===== src/rtl/yuyv2rgb_pkg.sv =====
// yuyv2rgb_pkg: types, widths and helper functions for the yuyv to rgb converter
// no dependencies; imported by yuyv2rgb_convert, yuyv_fixed_point_to_rgb and tb

package yuyv2rgb_pkg;

  localparam int IN_W  = 32;
  localparam int OUT_W = 80;

  // scale factors for the color differences, applied as x*k/256 with floor
  localparam logic signed [15:0] K_RED_V   = 16'sd103;
  localparam logic signed [15:0] K_GREEN_U = 16'sd88;
  localparam logic signed [15:0] K_GREEN_V = 16'sd183;
  localparam logic signed [15:0] K_BLUE_U  = 16'sd198;

  typedef struct packed {
    logic [7:0] chroma_red;
    logic [7:0] luma_second;
    logic [7:0] chroma_blue;
    logic [7:0] luma_first;
  } macropixel_t;

  typedef struct packed {
    logic [15:0] packed_second;
    logic [15:0] packed_first;
    logic [7:0]  blue_second;
    logic [7:0]  green_second;
    logic [7:0]  red_second;
    logic [7:0]  blue_first;
    logic [7:0]  green_first;
    logic [7:0]  red_first;
  } pixel_pair_t;

  function automatic logic [7:0] clamp8(input logic signed [10:0] x);
    logic [7:0] res;
    if (x < 11'sd0) begin
      res = 8'd0;
    end else if (x > 11'sd255) begin
      res = 8'hFF;
    end else begin
      res = x[7:0];
    end
    return res;
  endfunction

  function automatic logic [15:0] pack565(input logic [7:0] r, input logic [7:0] g,
                                          input logic [7:0] b);
    return {r[7:3], g[7:2], b[7:3]};
  endfunction

endpackage


===== src/rtl/yuyv2rgb_convert.sv =====
// yuyv2rgb_convert: combinational color math for one macropixel
// uses yuyv2rgb_pkg (clamp8, pack565, scale factors)

module yuyv2rgb_convert (
  input  yuyv2rgb_pkg::macropixel_t mp,
  output yuyv2rgb_pkg::pixel_pair_t px
);
  import yuyv2rgb_pkg::*;

  logic signed [7:0]  u;
  logic signed [7:0]  v;
  logic signed [15:0] u_ext;
  logic signed [15:0] v_ext;
  logic signed [15:0] prod_rv;
  logic signed [15:0] prod_gu;
  logic signed [15:0] prod_gv;
  logic signed [15:0] prod_bu;
  logic signed [7:0]  q_rv;
  logic signed [7:0]  q_gu;
  logic signed [7:0]  q_gv;
  logic signed [7:0]  q_bu;
  logic signed [9:0]  rdif;
  logic signed [9:0]  gdif;
  logic signed [9:0]  bdif;
  logic signed [10:0] y0;
  logic signed [10:0] y1;
  logic [7:0]         r0, g0, b0, r1, g1, b1;

  // offset-128 chroma is the msb flipped
  assign u = {~mp.chroma_blue[7], mp.chroma_blue[6:0]};
  assign v = {~mp.chroma_red[7], mp.chroma_red[6:0]};
  assign u_ext = 16'(u);
  assign v_ext = 16'(v);

  assign prod_rv = v_ext * K_RED_V;
  assign prod_gu = u_ext * K_GREEN_U;
  assign prod_gv = v_ext * K_GREEN_V;
  assign prod_bu = u_ext * K_BLUE_U;

  // floor divide by 256
  assign q_rv = prod_rv[15:8];
  assign q_gu = prod_gu[15:8];
  assign q_gv = prod_gv[15:8];
  assign q_bu = prod_bu[15:8];

  assign rdif = 10'(v) + 10'(q_rv);
  assign gdif = 10'(q_gu) + 10'(q_gv);
  assign bdif = 10'(u) + 10'(q_bu);

  assign y0 = signed'({3'b000, mp.luma_first});
  assign y1 = signed'({3'b000, mp.luma_second});

  assign r0 = clamp8(y0 + 11'(rdif));
  assign g0 = clamp8(y0 - 11'(gdif));
  assign b0 = clamp8(y0 + 11'(bdif));
  assign r1 = clamp8(y1 + 11'(rdif));
  assign g1 = clamp8(y1 - 11'(gdif));
  assign b1 = clamp8(y1 + 11'(bdif));

  assign px.red_first     = r0;
  assign px.green_first   = g0;
  assign px.blue_first    = b0;
  assign px.red_second    = r1;
  assign px.green_second  = g1;
  assign px.blue_second   = b1;
  assign px.packed_first  = pack565(r0, g0, b0);
  assign px.packed_second = pack565(r1, g1, b1);

endmodule


===== src/rtl/yuyv_fixed_point_to_rgb.sv =====
// yuyv_fixed_point_to_rgb: yuyv 4:2:2 macropixel stream to rgb888 and rgb565 pixel pairs
// uses yuyv2rgb_pkg and yuyv2rgb_convert
//
// usage:
//   input channel in_*: one yuyv macropixel per word, tlast marks the frame end
//   output channel out_*: two rgb888 pixels sharing the chroma plus their rgb565
//   forms per word, tlast copied from the input word
// path: an accepted word is held in the input register, then goes through the color
//   math into the result register, which drives out_tvalid
// throughput: one word per cycle while out_tready is high, set by the two-register pipeline
//   with no iteration; every stage advances when the stage after it is empty or draining
// reset: rst_n low empties both stages, out_tvalid and internal valids go low
// stall: with out_tready low the result word holds, the input register fills
//   behind it, and in_tready then drops until out_tready returns

module yuyv_fixed_point_to_rgb (
  input  logic                            clk,
  input  logic                            rst_n,
  input  logic                            in_tvalid,
  output logic                            in_tready,
  // luma_first, chroma_blue, luma_second, chroma_red
  input  logic [yuyv2rgb_pkg::IN_W-1:0]   in_tdata,
  input  logic                            in_tlast,
  output logic                            out_tvalid,
  input  logic                            out_tready,
  // red_first, green_first, blue_first, red_second, green_second, blue_second,
  // packed_first, packed_second
  output logic [yuyv2rgb_pkg::OUT_W-1:0]  out_tdata,
  output logic                            out_tlast
);
  import yuyv2rgb_pkg::*;

  logic        in_valid_r;
  logic        in_valid_nxt;
  macropixel_t in_data_r;
  logic        in_last_r;
  logic        out_valid_r;
  logic        out_valid_nxt;
  pixel_pair_t out_data_r;
  logic        out_last_r;
  pixel_pair_t px;
  logic        out_free;
  logic        advance;
  logic        in_fire;

  assign out_free  = !out_valid_r || out_tready;
  assign advance   = in_valid_r && out_free;
  assign in_tready = !in_valid_r || out_free;
  assign in_fire   = in_tvalid && in_tready;

  assign in_valid_nxt  = in_fire || (in_valid_r && !out_free);
  assign out_valid_nxt = advance || (out_valid_r && !out_tready);

  yuyv2rgb_convert u_convert (
    .mp (in_data_r),
    .px (px)
  );

  always_ff @(posedge clk) begin
    if (!rst_n) begin
      in_valid_r  <= 1'b0;
      out_valid_r <= 1'b0;
    end else begin
      in_valid_r  <= in_valid_nxt;
      out_valid_r <= out_valid_nxt;
    end
  end

  always_ff @(posedge clk) begin
    if (in_fire) begin
      in_data_r <= macropixel_t'(in_tdata);
      in_last_r <= in_tlast;
    end
    if (advance) begin
      out_data_r <= px;
      out_last_r <= in_last_r;
    end
  end

  assign out_tvalid = out_valid_r;
  assign out_tdata  = OUT_W'(out_data_r);
  assign out_tlast  = out_last_r;

  a_in_fill: assert property (@(posedge clk) disable iff (!rst_n)
    in_fire |=> in_valid_r)
    else $error("accepted word not held in input register");

  a_in_hold: assert property (@(posedge clk) disable iff (!rst_n)
    in_valid_r && !out_free |=> in_valid_r && $stable(in_data_r) && $stable(in_last_r))
    else $error("input register changed while result stalled");

  a_advance: assert property (@(posedge clk) disable iff (!rst_n)
    advance |=> out_valid_r)
    else $error("result register not loaded on advance");

  a_drop: assert property (@(posedge clk) disable iff (!rst_n)
    $fell(out_valid_r) |-> $past(out_tready))
    else $error("result dropped without handshake");

  a_reset: assert property (@(posedge clk)
    !rst_n |=> !out_valid_r && !in_valid_r)
    else $error("pipeline not empty after reset");

endmodule


===== config.mk =====
export PLATFORM = sky130hd
export DESIGN_NAME = yuyv_fixed_point_to_rgb
export DESIGN_NICKNAME = d
export VERILOG_FILES = /design/src/rtl/yuyv2rgb_pkg.sv /design/src/rtl/yuyv2rgb_convert.sv /design/src/rtl/yuyv_fixed_point_to_rgb.sv
export SDC_FILE = /design/constraint.sdc
export NUM_CORES = 1
export LEC_CHECK = 0
export BUFFER_PORTS_ARGS = -buffer_cell sky130_fd_sc_hd__clkbuf_2
export CAP_MARGIN = 10
export CORE_ASPECT_RATIO = 0.7
export CORE_MARGIN = 8
export CORE_UTILIZATION = 30
export CTS_BUF_LIST = sky130_fd_sc_hd__clkbuf_4
export DETAILED_ROUTE_END_ITERATION = 8
export GPL_ROUTABILITY_DRIVEN = 1
export PLACE_DENSITY_LB_ADDON = 0.12
export RECOVER_POWER = 25
export SLEW_MARGIN = 20
export SYNTH_ARGS = -nofsm -noshare
export SYNTH_HDL_FRONTEND = slang
export SYNTH_HIERARCHICAL = 1
export SYNTH_SLANG_ARGS = --single-unit

===== constraint.sdc =====
create_clock -name clk -period 7.6 [get_ports clk]
set_input_delay 1.52 -clock clk [delete_from_list [all_inputs] [get_ports clk]]
set_output_delay 1.52 -clock clk [all_outputs]
set_load 0.005 [all_outputs]

# [Word level (Yosys, flattened, before mapping)]
# Index checks and enable logic that the tools add are counted.
[totals] latchBits=0 memories=0 regBits=116 mem_bits_ro=0 out_inout_bits=83 mem_bits_rw=0
[classes] n_mux=12 magnitude_cmp=12 add_sub_neg=9 reduce_logical=12 multipliers=4 bitwise=2 eq_ne=0 shift=0 div_mod_pow=0
[ops] op="8-bit 2-to-1 mux" count=12
[ops] op="11-bit by 9-bit > comparator with 1-bit output (second input constant)" count=6
[ops] op="11-bit by 1-bit less-than comparator with 1-bit output (second input constant)" count=6
[ops] op="9-bit by 9-bit adder with 10-bit output" count=4
[ops] op="8-bit by 8-bit adder with 9-bit output" count=3
[ops] op="9-bit by 9-bit subtractor with 10-bit output" count=2
[ops] op="8-bit by 8-bit multiplier with 16-bit output (second input constant)" count=1
[ops] op="8-bit by 9-bit multiplier with 16-bit output (second input constant)" count=1
[ops] op="8-bit by 8-bit multiplier with 15-bit output (second input constant)" count=1
[ops] op="8-bit by 5-bit multiplier with 13-bit output (second input constant)" count=1
[ops] op="1-bit logical AND" count=4
[ops] op="1-bit logical NOT" count=4
[ops] op="1-bit logical OR" count=4
[ops] op="1-bit NOT" count=2

# [Logic depth before layout (Yosys ltp)]
[depth] word_depth=7 ltp_mapped=31 depth_no_buf=30

# [Modules after synthesis]
# The synthesis kept the hierarchy.
[by_module_without_submodules] mod="yuyv2rgb_convert" area_each_um2=8159.1 n_inst=1 cells_per_inst=1036
[by_module_without_submodules] mod="yuyv_fixed_point_to_rgb" area_each_um2=3527.1 n_inst=1 cells_per_inst=123

# [Least setup slack after synthesis]
# Ideal clock, no wire load.
[synth_timing] path_kind="register -> register" start="register in_data_r[31] (netlist name)" end="register out_data_r (netlist bit out_tdata[72]) (data pin)" synth_period_minus_slack_ns=6.778 setup_time_ns=0.251 stages_incl_launch_ff=27 setup_slack_ns=0.822 t_required_ns=7.349 arrival_time_ns=6.527 cell_sequence="edfxtp_1 -> inv_1 -> ha_1 -> fa_1 -> fa_1 -> inv_1 -> fa_1 -> inv_1 -> ha_1 -> a21o_1 -> a21o_1 -> a41o_1 -> a21o_1 -> a21oi_1 -> xnor2_1 -> ha_1 -> or3_1 -> nand2_1 -> ha_1 -> o21ai_0 -> nor2_1 -> o21a_1 -> or3_1 -> a311oi_4 -> mux2_2 -> a21oi_1 -> buf_4"
[synth_lines] element="from (decl)" line_no="yuyv_fixed_point_to_rgb.sv:35" rtl="macropixel_t in_data_r;"
[synth_lines] element="from (signal assigned)" line_no="yuyv_fixed_point_to_rgb.sv:71" rtl="in_data_r <= macropixel_t'(in_tdata);"
[synth_lines] element="to (signal assigned)" line_no="yuyv_fixed_point_to_rgb.sv:75" rtl="out_data_r <= px;"
[synth_lines] element="to (decl)" line_no="yuyv_fixed_point_to_rgb.sv:39" rtl="pixel_pair_t out_data_r;"

==> impl_metrics.yaml <==
outcome:
  status: "complete, but fails checks"
  failed_checks: "max-capacitance violations, max-slew violations"
sta:
  finalHoldViolations: 0
  setup_ws_ns: 0.495
  period_share_pct: 93.5
  drv_slew: 24
  rsz0062_at_grt: "no"
  whs_ns: 0.473
  report.final.setup_viol: 0
  fin_skew_ns: 0.0290
  tightest_slew_ns: 1.59
  relSlewSlack_pct: -5.97
  fin_crit_ns: 7.10
  fmax_mhz: 141
  final.setup.tns_ns: 0
clock_network:
  cts_buffers: 17
  clkTransAtPathRegs_ns: 0.14
  cts_buffer_depth: 2
  ctsHoldBuffers: 0
  cts_tree: "built"
  cts_root_buf: "clkbuf_4"
  clk_latency_ns: 0.57
  htree_num_levels: 4
  cts_sinks: 116
finish:
  multi_input_area_um2: 7250
  fillers: 3991
  regArea_um2: 3460
  drive_gt1_share_pct: 14.3
  final_nets: 1544
  area_delta_synth_final_pct: 11.8
synth:
  synth_cells: 1159
  ys_ff_latch: 116
  synthFlopType: "edfxtp_1"
  synth_area_per_cell_um2: 10.1
  synth_edf_count: 114
  synth_warnings: 6
  netlist_area_um2: 11700
  ys_seq_area_share_pct: 29.6
  synth_nets: 1439
  synth.distinct_cells: 86
  synth_async_sr_flop_share_pct: 0
place:
  place_ws_ns: 0.525
  dp_hpwl_um: 25000
  gp_congestion: 0.845
  port_buffers: 119
global_routing:
  grt_max_degree: 75
  grt_pass1_wl_um: 47700
  antenna_found_initial: 1
  grt_usage_pct: 13.3
  grt_pass1_vias: 8359
  overflow: 0
setup_path:
  crit_path_end_kind: "register"
  startpoint_type: "register"
  crit_arrival_ns: 7.37
  crit_type: "reg2reg"
  critPathMaxFanout: 7
  required_ns: 7.86
routing:
  drt.antenna.violating_nets: 0
  firstDrtPassIters: 5
  drt_iter0_drc: 416
  via_per_inst: 4.67
  totalWireLength_um: 30400
  avgRoutedWirePerCell_um: 16.8
  drc: 0
  vias: 8425
die:
  core_um2: 38400
  dieHeight_um: 181
  die-area_um2: 45600
  rows: 60
  dieWidth_um: 252
  io_pins: 120
  start_util_pct: 30.4
hold_path:
  hold_class: "reg2reg"
run:
  drv_cap: 1
## worst paths after layout
path	startpoint	end	slack, ns	cells after the start
setup / recovery	in_data_r[27]	out_tdata[74]	0.50	24
hold / removal	in_last_r	out_tlast	0.47	0
setup reg to reg	in_data_r[27]	out_tdata[74]	0.50	24
hold reg to reg	in_last_r	out_tlast	0.47	0
## worst max-delay path, cell delays in order (launching register included)
cell and delay [ns]:
edfxtp_1 0.60, ha_1 0.47, fa_1 0.50, fa_1 0.49
inv_1 0.06, fa_1 0.53, inv_1 0.06, ha_1 0.34
a21o_1 0.17, a21o_1 0.16, a41o_1 0.28, a21o_1 0.23
a21oi_1 0.17, xnor2_1 0.16, ha_1 0.34, or3_1 0.39
nand2_1 0.12, ha_1 0.29, o21ai_0 0.09, nor2_1 0.09
o21a_1 0.20, or3_1 0.35, a311oi_4 0.41, nor3b_1 0.22
a31oi_1 0.09
## sequential cells by signal (all words and copies together) (netlist names)
signal      flops
in_last_r       1
out_tdata      80
out_tlast       1
out_tvalid      1
in_data_r      32
in_valid_r      1
## stage by stage
step,instance area [um2],util [%],cells
2_1_floorplan,11700,-,1159
5_1_grt,13100,34.0,1805
6_report,13100,34.0,1805
3_5_place_dp,12700,33.2,1771
3_3_place_gp,12700,33.2,1771
4_1_cts,13100,34.0,1803
## cells by family (layout without fill, tap and decap cells)
logic type,count (synthesis),after routing,share of synthesized area (%)
and+or+nand+nor,205,205,9.29
other,0,1,0
AOI/OAI and AO/OA,287,287,16.8
xor gates and xnor gates,80,80,6.00
buffers and inverters,220,338,8.25
adders and majority gates,247,247,29.7
DFF,116,116,29.6
muxes,4,4,0.353
## per-layer routing
metal / share of wire (%) / vias up / track usage [%]
li1: - / 4292 / -
met1: 54 / 3968 / 19.8
met2: 41 / 145 / 19.4
met3: 4.0 / 20 / 2.67
met4: 1.5 / 0 / 3.42
met5: 0 / - / 0
## synth_stat cells (8+ instances only)
cell	count	area, um2
edfxtp_1	114	3420
or3_1	10	62.6
nand2_1	31	116
clkbuf_1	8	30.0
ha_1	191	2390
nor3_1	17	85.1
fa_1	52	1040
buf_4	34	255
o21ai_0	57	285
xor2_1	29	254
a21oi_1	74	370
xnor2_1	51	447
nor2b_1	19	119
nand2b_1	12	75.1
nor2_1	58	218
a211oi_1	10	75.1
inv_1	172	646
o21a_1	33	248
nand3_1	13	65.1
a21o_1	27	203
## cell usage in the layout, fill, tap and decap left out, types with 4 or more instances in the layout
| cell type | n |
|---|---|
| a211o_1 | 4 |
| a211oi_1 | 10 |
| a21o_1 | 27 |
| a21oi_1 | 74 |
| a31oi_1 | 5 |
| and2_1 | 5 |
| and3_1 | 5 |
| buf_4 | 14 |
| bufinv_16 | 5 |
| clkbuf_1 | 7 |
| clkbuf_2 | 113 |
| clkbuf_4 | 18 |
| edfxtp_1 | 114 |
| fa_1 | 52 |
| ha_1 | 190 |
| inv_1 | 172 |
| nand2_1 | 31 |
| nand2b_1 | 12 |
| nand3_1 | 13 |
| nor2_1 | 58 |
| nor2b_1 | 20 |
| nor3_1 | 17 |
| nor4b_1 | 4 |
| o211ai_1 | 5 |
| o21a_1 | 33 |
| o21ai_0 | 57 |
| o21bai_1 | 7 |
| o22ai_1 | 4 |
| o31a_1 | 7 |
| o31ai_1 | 6 |
| or2_2 | 7 |
| or3_1 | 10 |
| xnor2_1 | 51 |
| xor2_1 | 29 |
## layout make-up
class,instances,area share (%)
antenna,1,0.0192
clock buffer,18,1.03
clock inverter,14,1.58
inverter,172,4.94
multi-input combinational,823,55.5
sequential,116,26.5
tap,527,5.05
timing repair buffer,134,5.34
## what timing repair did
action,in CTS,in global routing
setup endpoints to repair,0,19
setup buffers,0,1
hold endpoints to repair,0,0
gates resized for setup,0,1
Power is not shown: default switching activity piles up to over one toggle a cycle in this logic, so the estimate is an artifact.
